<file path="src/rtl/core/least_loaded_core_picker_assert.svh">
// Assertion macros shared by the core picker modules.
`ifndef LEAST_LOADED_CORE_PICKER_ASSERT_SVH
`define LEAST_LOADED_CORE_PICKER_ASSERT_SVH

// Consequent holds in the same cycle as the antecedent.
`define LLCP_ASSERT_SAME(label, ante, cons, msg) \
   label: assert property (@(posedge clock) disable iff (reset) (ante) |-> (cons)) \
      else $error(msg);

// Consequent holds in the cycle after the antecedent.
`define LLCP_ASSERT_NEXT(label, ante, cons, msg) \
   label: assert property (@(posedge clock) disable iff (reset) (ante) |=> (cons)) \
      else $error(msg);

`endif

</file>
<file path="src/rtl/core/llcp_pkg.sv">
// Types, constants and register codes of the core picker.
package llcp_pkg;

   localparam int NUM_CORES_DEFAULT = 16;
   localparam int CSR_INDEX_W       = 3;
   localparam int THRESH_W          = 48;

   localparam logic [CSR_INDEX_W-1:0] CSR_SMALL_CORE_COUNT  = 3'd0;
   localparam logic [CSR_INDEX_W-1:0] CSR_ACTIVE_CORE_COUNT = 3'd1;
   localparam logic [CSR_INDEX_W-1:0] CSR_GATE_THRESHOLD    = 3'd2;
   localparam logic [CSR_INDEX_W-1:0] CSR_LONG_THRESHOLD    = 3'd3;
   localparam logic [CSR_INDEX_W-1:0] CSR_LOCAL_THRESHOLD   = 3'd4;

   localparam logic [4:0]          SMALL_CORE_COUNT_RST  = 5'd4;
   localparam logic [4:0]          ACTIVE_CORE_COUNT_RST = 5'd16;
   localparam logic [THRESH_W-1:0] GATE_THRESHOLD_RST    = 48'd0;
   localparam logic [THRESH_W-1:0] LONG_THRESHOLD_RST    = 48'd120000000;
   localparam logic [THRESH_W-1:0] LOCAL_THRESHOLD_RST   = 48'd2400000;

   localparam logic [THRESH_W-1:0] JOB_UNKNOWN = '1;
   localparam logic                OP_ASSIGN   = 1'b0;
   localparam logic                OP_IDLE     = 1'b1;

   typedef struct packed {
      logic [4:0]          small_core_count;
      logic [4:0]          active_core_count;
      logic [THRESH_W-1:0] gate_threshold;
      logic [THRESH_W-1:0] long_threshold;
      logic [THRESH_W-1:0] local_threshold;
   } cfg_type;

   typedef struct packed {
      logic        opcode;
      logic [47:0] job_time;
      logic [63:0] now_time;
      logic [3:0]  local_core;
   } req_type;

   typedef struct packed {
      logic [3:0]  chosen_core;
      logic [63:0] finish_time;
   } rsp_type;

   typedef struct packed {
      logic load;
      logic scan_init;
      logic scan_rd;
      logic small_init;
      logic clamp;
      logic fetch;
      logic base;
      logic commit;
   } ctrl_cmd_type;

   typedef struct packed {
      logic direct;
      logic short_known;
      logic has_small;
      logic last_big;
      logic last_small;
   } ctrl_status_type;

   typedef enum logic [8:0] {
      ST_IDLE      = 9'b000000001,
      ST_DECIDE    = 9'b000000010,
      ST_BIG       = 9'b000000100,
      ST_DRAIN_BIG = 9'b000001000,
      ST_SMALL     = 9'b000010000,
      ST_DRAIN     = 9'b000100000,
      ST_FETCH     = 9'b001000000,
      ST_BASE      = 9'b010000000,
      ST_COMMIT    = 9'b100000000
   } state_type;

endpackage

</file>
<file path="src/rtl/core/least_loaded_core_picker.sv">
// Top level of the earliest-finish-time core picker.
// Use: write thresholds and core counts on the csr_ channel while no transaction is in
// flight; csr_ready is always high. Each req_ transaction either assigns a job
// (opcode 0) or marks local_core idle (opcode 1) and yields exactly one rsp_
// transaction with the chosen core and its new busy-until timestamp.
// Timing: one transaction at a time; req_ready is high only while the sequencer
// is idle. An idle event, a job that stays local, or a configuration without big
// cores goes straight to the chosen core. A job that searches the big cores also
// considers the small cores when short enough. The timestamp RAM has one read
// port: the search reads one core per cycle, then rereads the chosen core for the
// saturating update.
// Reset: timestamps read as zero (per-core valid bits are cleared), registers take
// their default values, and no result is pending.
// Stall: a finished result waits in the output register; the next request can be
// taken and searched meanwhile, and its result is held back until the register frees.
module least_loaded_core_picker import llcp_pkg::*; #(
   parameter int NUM_CORES = NUM_CORES_DEFAULT
) (
   input  logic                   clock,
   input  logic                   reset,
   input  logic                   req_valid,
   output logic                   req_ready,
   input  req_type                req_data,
   output logic                   rsp_valid,
   input  logic                   rsp_ready,
   output rsp_type                rsp_data,
   input  logic                   csr_valid,
   output logic                   csr_ready,
   input  logic [CSR_INDEX_W-1:0] csr_index,
   input  logic [THRESH_W-1:0]    csr_data
);

   cfg_type         cfg;
   ctrl_cmd_type    cmd;
   ctrl_status_type status;

   llcp_csr u_csr (
      .clock     (clock),
      .reset     (reset),
      .csr_valid (csr_valid),
      .csr_ready (csr_ready),
      .csr_index (csr_index),
      .csr_data  (csr_data),
      .cfg       (cfg)
   );

   llcp_ctrl u_ctrl (
      .clock     (clock),
      .reset     (reset),
      .req_valid (req_valid),
      .req_ready (req_ready),
      .rsp_valid (rsp_valid),
      .rsp_ready (rsp_ready),
      .status    (status),
      .cmd       (cmd)
   );

   llcp_datapath #(
      .NUM_CORES (NUM_CORES)
   ) u_datapath (
      .clock    (clock),
      .reset    (reset),
      .cfg      (cfg),
      .req_data (req_data),
      .cmd      (cmd),
      .status   (status),
      .rsp_data (rsp_data)
   );

endmodule

</file>
<file path="src/rtl/core/llcp_ram.sv">
// Generic single-write, single-read RAM with registered read data.
module llcp_ram #(
   parameter int WIDTH = 64,
   parameter int DEPTH = 16
) (
   input  logic                     clock,
   input  logic                     wr_en,
   input  logic [$clog2(DEPTH)-1:0] wr_addr,
   input  logic [WIDTH-1:0]         wr_data,
   input  logic                     rd_en,
   input  logic [$clog2(DEPTH)-1:0] rd_addr,
   output logic [WIDTH-1:0]         rd_data
);

   logic [WIDTH-1:0] mem_ff [DEPTH];
   logic [WIDTH-1:0] rd_data_ff;

   always_ff @(posedge clock) begin
      if (wr_en) begin
         mem_ff[wr_addr] <= wr_data;
      end
      if (rd_en) begin
         rd_data_ff <= mem_ff[rd_addr];
      end
   end

   assign rd_data = rd_data_ff;

endmodule

</file>
<file path="src/rtl/core/llcp_csr.sv">
// Configuration registers of the core picker.
module llcp_csr import llcp_pkg::*; (
   input  logic                   clock,
   input  logic                   reset,
   input  logic                   csr_valid,
   output logic                   csr_ready,
   input  logic [CSR_INDEX_W-1:0] csr_index,
   input  logic [THRESH_W-1:0]    csr_data,
   output cfg_type                cfg
);

   cfg_type cfg_ff;
   cfg_type cfg_in;

   always_comb begin
      cfg_in = cfg_ff;
      if (csr_valid) begin
         case (csr_index)
            CSR_SMALL_CORE_COUNT:  cfg_in.small_core_count  = csr_data[4:0];
            CSR_ACTIVE_CORE_COUNT: cfg_in.active_core_count = csr_data[4:0];
            CSR_GATE_THRESHOLD:    cfg_in.gate_threshold    = csr_data;
            CSR_LONG_THRESHOLD:    cfg_in.long_threshold    = csr_data;
            CSR_LOCAL_THRESHOLD:   cfg_in.local_threshold   = csr_data;
            default: ;
         endcase
      end
   end

   always_ff @(posedge clock) begin
      if (reset) begin
         cfg_ff.small_core_count  <= SMALL_CORE_COUNT_RST;
         cfg_ff.active_core_count <= ACTIVE_CORE_COUNT_RST;
         cfg_ff.gate_threshold    <= GATE_THRESHOLD_RST;
         cfg_ff.long_threshold    <= LONG_THRESHOLD_RST;
         cfg_ff.local_threshold   <= LOCAL_THRESHOLD_RST;
      end else begin
         cfg_ff <= cfg_in;
      end
   end

   assign csr_ready = 1'b1;
   assign cfg       = cfg_ff;

endmodule

</file>
<file path="src/rtl/core/llcp_ctrl.sv">
// Sequencer of the core picker: scan, fetch, update and result handoff.
`include "least_loaded_core_picker_assert.svh"

module llcp_ctrl import llcp_pkg::*; (
   input  logic            clock,
   input  logic            reset,
   input  logic            req_valid,
   output logic            req_ready,
   output logic            rsp_valid,
   input  logic            rsp_ready,
   input  ctrl_status_type status,
   output ctrl_cmd_type    cmd
);

   state_type state_ff;
   state_type state_in;
   logic      rsp_valid_ff;
   logic      rsp_valid_in;
   logic      slot_free;

   assign slot_free = !rsp_valid_ff || rsp_ready;
   assign req_ready = (state_ff == ST_IDLE);

   always_comb begin
      state_in = state_ff;
      cmd      = '0;
      case (state_ff)
         ST_IDLE: begin
            if (req_valid) begin
               cmd.load = 1'b1;
               state_in = ST_DECIDE;
            end
         end
         ST_DECIDE: begin
            cmd.scan_init = 1'b1;
            state_in      = status.direct ? ST_FETCH : ST_BIG;
         end
         ST_BIG: begin
            cmd.scan_rd = 1'b1;
            if (status.last_big) begin
               state_in = (status.short_known && status.has_small) ? ST_DRAIN_BIG
                                                                   : ST_DRAIN;
            end
         end
         ST_DRAIN_BIG: begin
            cmd.small_init = 1'b1;
            state_in       = ST_SMALL;
         end
         ST_SMALL: begin
            cmd.scan_rd = 1'b1;
            cmd.clamp   = 1'b1;
            if (status.last_small) begin
               state_in = ST_DRAIN;
            end
         end
         ST_DRAIN: begin
            state_in = ST_FETCH;
         end
         ST_FETCH: begin
            cmd.fetch = 1'b1;
            state_in  = ST_BASE;
         end
         ST_BASE: begin
            cmd.base = 1'b1;
            state_in = ST_COMMIT;
         end
         ST_COMMIT: begin
            if (slot_free) begin
               cmd.commit = 1'b1;
               state_in   = ST_IDLE;
            end
         end
         default: begin
            state_in = ST_IDLE;
         end
      endcase
   end

   always_comb begin
      if (cmd.commit) begin
         rsp_valid_in = 1'b1;
      end else if (rsp_ready) begin
         rsp_valid_in = 1'b0;
      end else begin
         rsp_valid_in = rsp_valid_ff;
      end
   end

   always_ff @(posedge clock) begin
      if (reset) begin
         state_ff     <= ST_IDLE;
         rsp_valid_ff <= 1'b0;
      end else begin
         state_ff     <= state_in;
         rsp_valid_ff <= rsp_valid_in;
      end
   end

   assign rsp_valid = rsp_valid_ff;

   `LLCP_ASSERT_SAME(a_commit_slot_free, cmd.commit, slot_free, "result overwritten")
   `LLCP_ASSERT_NEXT(a_commit_shows_result, cmd.commit, rsp_valid_ff, "result not presented")

endmodule

</file>
<file path="src/rtl/core/llcp_datapath.sv">
// Datapath of the core picker: timestamp store, minimum search and saturating update.
`include "least_loaded_core_picker_assert.svh"

module llcp_datapath import llcp_pkg::*; #(
   parameter int NUM_CORES = NUM_CORES_DEFAULT
) (
   input  logic            clock,
   input  logic            reset,
   input  cfg_type         cfg,
   input  req_type         req_data,
   input  ctrl_cmd_type    cmd,
   output ctrl_status_type status,
   output rsp_type         rsp_data
);

   localparam int         AW      = $clog2(NUM_CORES);
   localparam logic [7:0] CORES_W = 8'(NUM_CORES);

   function automatic logic [AW-1:0] core_mod(input logic [3:0] v);
      logic [6:0] r;
      r = 7'(v);
      for (int k = 0; k < 8; k++) begin
         if (r >= 7'(NUM_CORES)) begin
            r = r - 7'(NUM_CORES);
         end
      end
      return AW'(r);
   endfunction

   logic                 op_ff;
   logic [47:0]          job_ff;
   logic [63:0]          now_ff;
   logic [AW-1:0]        local_ff;
   logic [AW-1:0]        scan_idx_ff;
   logic [AW-1:0]        scan_idx_in;
   logic [63:0]          best_ff;
   logic [63:0]          best_in;
   logic [AW-1:0]        pick_ff;
   logic [AW-1:0]        pick_in;
   logic                 cmp_valid_ff;
   logic [AW-1:0]        rd_idx_ff;
   logic [AW-1:0]        target_ff;
   logic [63:0]          base_ff;
   rsp_type              rsp_ff;
   logic [NUM_CORES-1:0] valid_ff;

   logic [7:0]    active_w;
   logic [7:0]    small_w;
   logic [7:0]    scan_next;
   logic          nobig;
   logic          gate_hit;
   logic          force_local;
   logic          direct;
   logic [63:0]   ram_rd;
   logic [63:0]   rd_eff;
   logic [AW-1:0] fetch_idx;
   logic [AW-1:0] rd_addr;
   logic          rd_en;
   logic [63:0]   addend;
   logic [64:0]   sum;
   logic [63:0]   finish;
   logic          wr_en;

   assign active_w    = (8'(cfg.active_core_count) > CORES_W) ? CORES_W
                                                              : 8'(cfg.active_core_count);
   assign small_w     = 8'(cfg.small_core_count);
   assign nobig       = (active_w <= small_w);
   assign gate_hit    = (job_ff < cfg.gate_threshold);
   assign force_local = (job_ff < cfg.local_threshold);
   assign direct      = op_ff || nobig || gate_hit || force_local;
   assign scan_next   = 8'(scan_idx_ff) + 8'd1;

   assign status.direct      = direct;
   assign status.short_known = (job_ff < cfg.long_threshold) && (job_ff != JOB_UNKNOWN);
   assign status.has_small   = (small_w != 8'd0);
   assign status.last_big    = (scan_next >= active_w);
   assign status.last_small  = (scan_next >= small_w);

   assign rd_eff    = valid_ff[rd_idx_ff] ? ram_rd : '0;
   assign fetch_idx = direct ? local_ff : pick_ff;
   assign rd_addr   = cmd.fetch ? fetch_idx : scan_idx_ff;
   assign rd_en     = cmd.scan_rd || cmd.fetch;

   always_comb begin
      if (op_ff || nobig) begin
         addend = '0;
      end else if (gate_hit) begin
         addend = 64'(job_ff);
      end else if (job_ff == '0) begin
         addend = 64'd1;
      end else begin
         addend = 64'(job_ff);
      end
   end

   assign sum    = {1'b0, base_ff} + {1'b0, addend};
   assign finish = sum[64] ? '1 : sum[63:0];
   assign wr_en  = cmd.commit && (op_ff || !nobig);

   always_comb begin
      scan_idx_in = scan_idx_ff;
      if (cmd.scan_init) begin
         scan_idx_in = AW'(cfg.small_core_count);
      end else if (cmd.small_init) begin
         scan_idx_in = '0;
      end else if (cmd.scan_rd) begin
         scan_idx_in = scan_idx_ff + AW'(1);
      end
   end

   always_comb begin
      best_in = best_ff;
      pick_in = pick_ff;
      if (cmd.scan_init) begin
         best_in = '1;
         pick_in = AW'(cfg.small_core_count);
      end else if (cmp_valid_ff) begin
         if (rd_eff < best_ff) begin
            best_in = rd_eff;
            pick_in = rd_idx_ff;
         end
      end else if (cmd.clamp && (best_ff < now_ff)) begin
         best_in = now_ff;
      end
   end

   always_ff @(posedge clock) begin
      if (reset) begin
         valid_ff     <= '0;
         cmp_valid_ff <= 1'b0;
      end else begin
         cmp_valid_ff <= cmd.scan_rd;
         if (wr_en) begin
            valid_ff[target_ff] <= 1'b1;
         end
      end
   end

   always_ff @(posedge clock) begin
      if (cmd.load) begin
         op_ff    <= req_data.opcode;
         job_ff   <= req_data.job_time;
         now_ff   <= req_data.now_time;
         local_ff <= core_mod(req_data.local_core);
      end
      scan_idx_ff <= scan_idx_in;
      best_ff     <= best_in;
      pick_ff     <= pick_in;
      if (rd_en) begin
         rd_idx_ff <= rd_addr;
      end
      if (cmd.fetch) begin
         target_ff <= fetch_idx;
      end
      if (cmd.base) begin
         if (op_ff) begin
            base_ff <= now_ff;
         end else if (nobig) begin
            base_ff <= rd_eff;
         end else begin
            base_ff <= (rd_eff > now_ff) ? rd_eff : now_ff;
         end
      end
      if (cmd.commit) begin
         rsp_ff.chosen_core <= 4'(target_ff);
         rsp_ff.finish_time <= finish;
      end
   end

   llcp_ram #(
      .WIDTH (64),
      .DEPTH (NUM_CORES)
   ) u_busy_ram (
      .clock   (clock),
      .wr_en   (wr_en),
      .wr_addr (target_ff),
      .wr_data (finish),
      .rd_en   (rd_en),
      .rd_addr (rd_addr),
      .rd_data (ram_rd)
   );

   assign rsp_data = rsp_ff;

   `LLCP_ASSERT_SAME(a_scan_in_range, cmd.scan_rd, 8'(scan_idx_ff) < active_w, "scan past active cores")
   `LLCP_ASSERT_SAME(a_pick_in_range, cmd.fetch && !direct, 8'(pick_ff) < active_w, "pick outside active cores")

endmodule
</file>
<file path="config.mk">
export PLATFORM = sky130hd
export DESIGN_NAME = least_loaded_core_picker
export DESIGN_NICKNAME = d
export VERILOG_FILES = /design/src/rtl/core/llcp_pkg.sv /design/src/rtl/core/least_loaded_core_picker.sv /design/src/rtl/core/llcp_ram.sv /design/src/rtl/core/llcp_csr.sv /design/src/rtl/core/llcp_ctrl.sv /design/src/rtl/core/llcp_datapath.sv
export VERILOG_INCLUDE_DIRS = /design/src /design/src/rtl/core
export SDC_FILE = /design/constraint.sdc
export NUM_CORES = 2
export LEC_CHECK = 0
export ABC_AREA = 1
export BUFFER_PORTS_ARGS = -buffer_cell sky130_fd_sc_hd__buf_2
export CAP_MARGIN = 20
export CORE_MARGIN = 3
export CORE_UTILIZATION = 60
export CTS_BUF_LIST = sky130_fd_sc_hd__clkbuf_16
export DETAILED_ROUTE_END_ITERATION = 10
export HOLD_SLACK_MARGIN = 0.1
export PLACE_DENSITY = 0.75
export REMOVE_ABC_BUFFERS = 1
export SYNTH_ARGS = -nofsm -noshare
export SYNTH_HDL_FRONTEND = slang
export SYNTH_SLANG_ARGS = --single-unit
</file>
<file path="constraint.sdc">
create_clock -name clock -period 17.95 [get_ports clock]
set_clock_uncertainty 0.05 [all_clocks]
set_input_delay 2.6925 -clock clock [delete_from_list [all_inputs] [get_ports clock]]
set_output_delay 2.6925 -clock clock [all_outputs]
set_load 0.01 [all_outputs]
</file>
==> implementation parameters <==
Parameter                              Value

Min path
  Class of the most critical hold timing path ... reg2reg
  Number of cells traversed by the worst hold path ... 2

Routing
  Final routed DRC violation total ... 0
  Final wirelength ... 234 mm
  Via count ... 59943
  Via density per instance ... 5.85
  Drt pass-1 iters ... 8
  DR WL/cell ... 22.8 um
  Antenna-violating nets left ... 0
  First DRT Iteration DRCs ... 8528

Worst setup path
  Worst setup SP type ... flop
  Number of cell instances on the worst register-to-register path ... 20
  CP max FO ... 200
  Arrival time worst endpoint ... 7.07 ns
  Type of the setup path with the least slack ... reg2reg
  Category of the worst setup path capture point ... flop
  CP required ... 18.44 ns

Global routing
  GRT Residual Overflow ... 0
  Number of antenna violations at the first check in global routing ... 3
  Largest net degree at the start of global routing ... 220
  Wire length of the first global-routing pass ... 348 mm
  Vias in the first global route ... 56787
  Total track usage ... 34.4%

Status
  Status ... finished clean

Final layout
  Most frequent standard cell in the layout excluding fill and tap cells ... inv_1
  Area of combinational cells with multiple inputs ... 0.0247 mm^2
  ANT cells ... 0
  Fill cell count ... 9832
  Syn-to-layout area delta ... 10.2%
  Commonest non-fill, non-tap cells in the layout ... inv_1 (1691), nand2_1 (1588), edfxtp_1 (1353), nand3_1 (1250), ha_1 (393)
  Share of layout cells above drive strength 1 ... 7.35%
  Nets@finish ... 8942
  Final core utilization ... 67.0%
  Sequential Area ... 0.0455 mm^2

Synth
  EDFF count, synth ... 1353
  Area share of the largest cell type after synthesis ... 52.1%
  Netlist area before placement ... 0.0779 mm^2
  Cell taking the most area after synthesis ... edfxtp_1
  Synthesized flop and latch total ... 1598
  Primary FF master, synth ... edfxtp_1
  Number of instances in the synthesized netlist ... 8242
  Largest cells by area after synthesis ... edfxtp_1 (52%), nand3_1 (8.0%), inv_1 (8.0%)
  Synth async-reset ratio ... 0%
  Warnings, synthesis ... 0
  Post-Syn Area per Cell ... 9.45 um^2
  Post-synth cell types ... 60
  Share of synthesized area occupied by flip-flops and latches ... 58.4%

STA
  RSZ-0062 raised after global routing ... false
  Setup TNS Final ... 0 ns
  Share of the cycle needed by the critical path after routing ... 36.7%
  Slew @ Worst Pin ... 1.22 ns
  Pins Over Slew Limit ... 0
  Final setup vio count ... 0
  Highest attainable clock frequency ... 152 MHz
  Worst max-slew margin expressed relative to the limit ... 18.9%
  Hold violation total from the final report ... 0
  Time the final worst path needs with I/O delays and setup ... 6.58 ns
  Smallest hold slack ... 0.400 ns

CTS
  Cts repair resizes ... 0
  Clock buffer depth ... 3
  Number of H-tree levels ... 4
  CTS tree ... yes
  Post-CTS clock slew at the launch and capture registers of the worst setup and hold paths ... 0.06 ns
  Clk Tree Root Cell ... clkbuf_16
  Clock sink count ... 1598
  Clk_lat worst skew ... 0.82 ns
  TritonCTS Buffers ... 165
  Number of post-CTS setup repair buffers ... 0
  Number of hold buffers added after cts ... 0

Floorplanning
  Num ports ... 244
  Number of rows in the core area ... 131
  Die outline area ... 0.134 mm^2
  Die Width ... 366 um
  Initial Utilization ... 60.8%
  Die H ... 366 um
  Total core area ... 0.128 mm^2

Placement
  Detailed-placement wirelength estimate ... 142 mm
  Port bufs ... 242
  GPL Wtd Cong ... 0.976

Power and ir drop
  LEAKAGE ... 0.0379 uW
  Power per cell area ... 127 mW/mm^2
  Worst-case vdd ir drop ... 0.0919 mV

Run
  Maxcap violations ... 0
## metal layers
layer / wire, um / global-route usage [%] / part of all wire [%]
met1: 89500 / 47.7 / 38
met5: 14 / 0 / 0.0060
met4: 10500 / 15.4 / 4.5
met2: 103000 / 52.1 / 44
met3: 30400 / 7.68 / 13
## flip-flops by register name, summed over array words and instances, names as in the netlist, 9 cells and up
name,flops
u_datapath.base_ff,64
u_datapath.rsp_data,68
u_datapath.u_busy_ram.rd_data,64
u_datapath.valid_ff,16
u_ctrl.state_ff,9
u_datapath.u_busy_ram.mem_ff,1024
u_csr.cfg,154
u_datapath.job_ff,48
u_datapath.now_ff,64
u_datapath.best_ff,64
## cell families after synthesis
logic type | synth area share [%]
adders and majority gates | 6.35
buffers and inverters | 10.2
DFF | 58.4
AOI/OAI and AO/OA | 6.07
and+or+nand+nor | 18.6
xor gates and xnor gates | 0.382
other | 0.00481
## stage by stage
stage | power (uW) | instance area [um^2] | setup slack [ns] | std cells
floorplan | 6610 | 76200 | 2.64 | 7896
global placement | 7390 | 80400 | 11.25 | 9936
detailed placement | 7470 | 80400 | 11.22 | 9936
CTS | 10900 | 85900 | 11.47 | 10244
global route | 11400 | 85900 | 11.09 | 10245
finish | 10900 | 85900 | 11.37 | 10245
## power by group
group          total [uW]  internal (uW)  switching, uW
combinational        2710            758           1950
sequential           4800           4590            211
clock                3440           1960           1480
total               10900           7300           3640
## area by class of cell
type / instances / area share [%]
Sequential cell: 1598 / 53.0
Clock buffer: 170 / 4.95
Multi-Input combinational cell: 4625 / 28.7
Inverter: 1673 / 7.33
Timing Repair Buffer: 312 / 2.10
Tap cell: 1729 / 2.52
Clock inverter: 138 / 1.36
## cells in the mapped netlist, types with 9 or more instances
master	count
a31oi_1	23
inv_1	1661
o211ai_1	19
inv_2	10
buf_6	10
nand2_1	1593
a21oi_1	390
edfxtp_1	1353
xnor2_1	11
ha_1	393
nor2_1	300
xor2_1	23
a211oi_1	12
buf_1	13
o21a_1	25
o21ai_0	358
nor3_1	36
buf_2	164
buf_4	23
nor4_1	30
or2_2	18
clkbuf_1	136
nand4_1	62
o21ai_1	9
a21o_1	10
nand3_1	1251
dfxtp_1	245
## final timing paths
kind | slack, ns | start | end
worst max register to register | 11.37 | u_datapath.job_ff[47] | u_datapath.u_busy_ram.rd_data[47]
worst min-delay path | 0.40 | u_csr.cfg[48] | u_csr.cfg[48]
worst max-delay path | 11.37 | u_datapath.job_ff[47] | u_datapath.u_busy_ram.rd_data[47]
worst min register to register | 0.40 | u_csr.cfg[48] | u_csr.cfg[48]
## worst max-delay path: stages (launching register included)
cell	delay, ns
edfxtp_1	0.51
ha_1	0.36
nand2_1	0.08
nor2_1	0.16
nand4_1	0.12
inv_1	0.12
nand3_1	0.17
a21oi_1	0.17
nor2_1	0.07
nand2_2	0.19
nand3_4	0.15
nand2_1	0.14
nand3_4	0.45
nand2_4	1.01
buf_4	0.85
buf_12	0.59
nand2_1	0.14
nand3_1	0.14
nand3_1	0.09
nand3_1	0.13
nand2_1	0.09
Note: power is estimated with default switching activity, not from simulation.
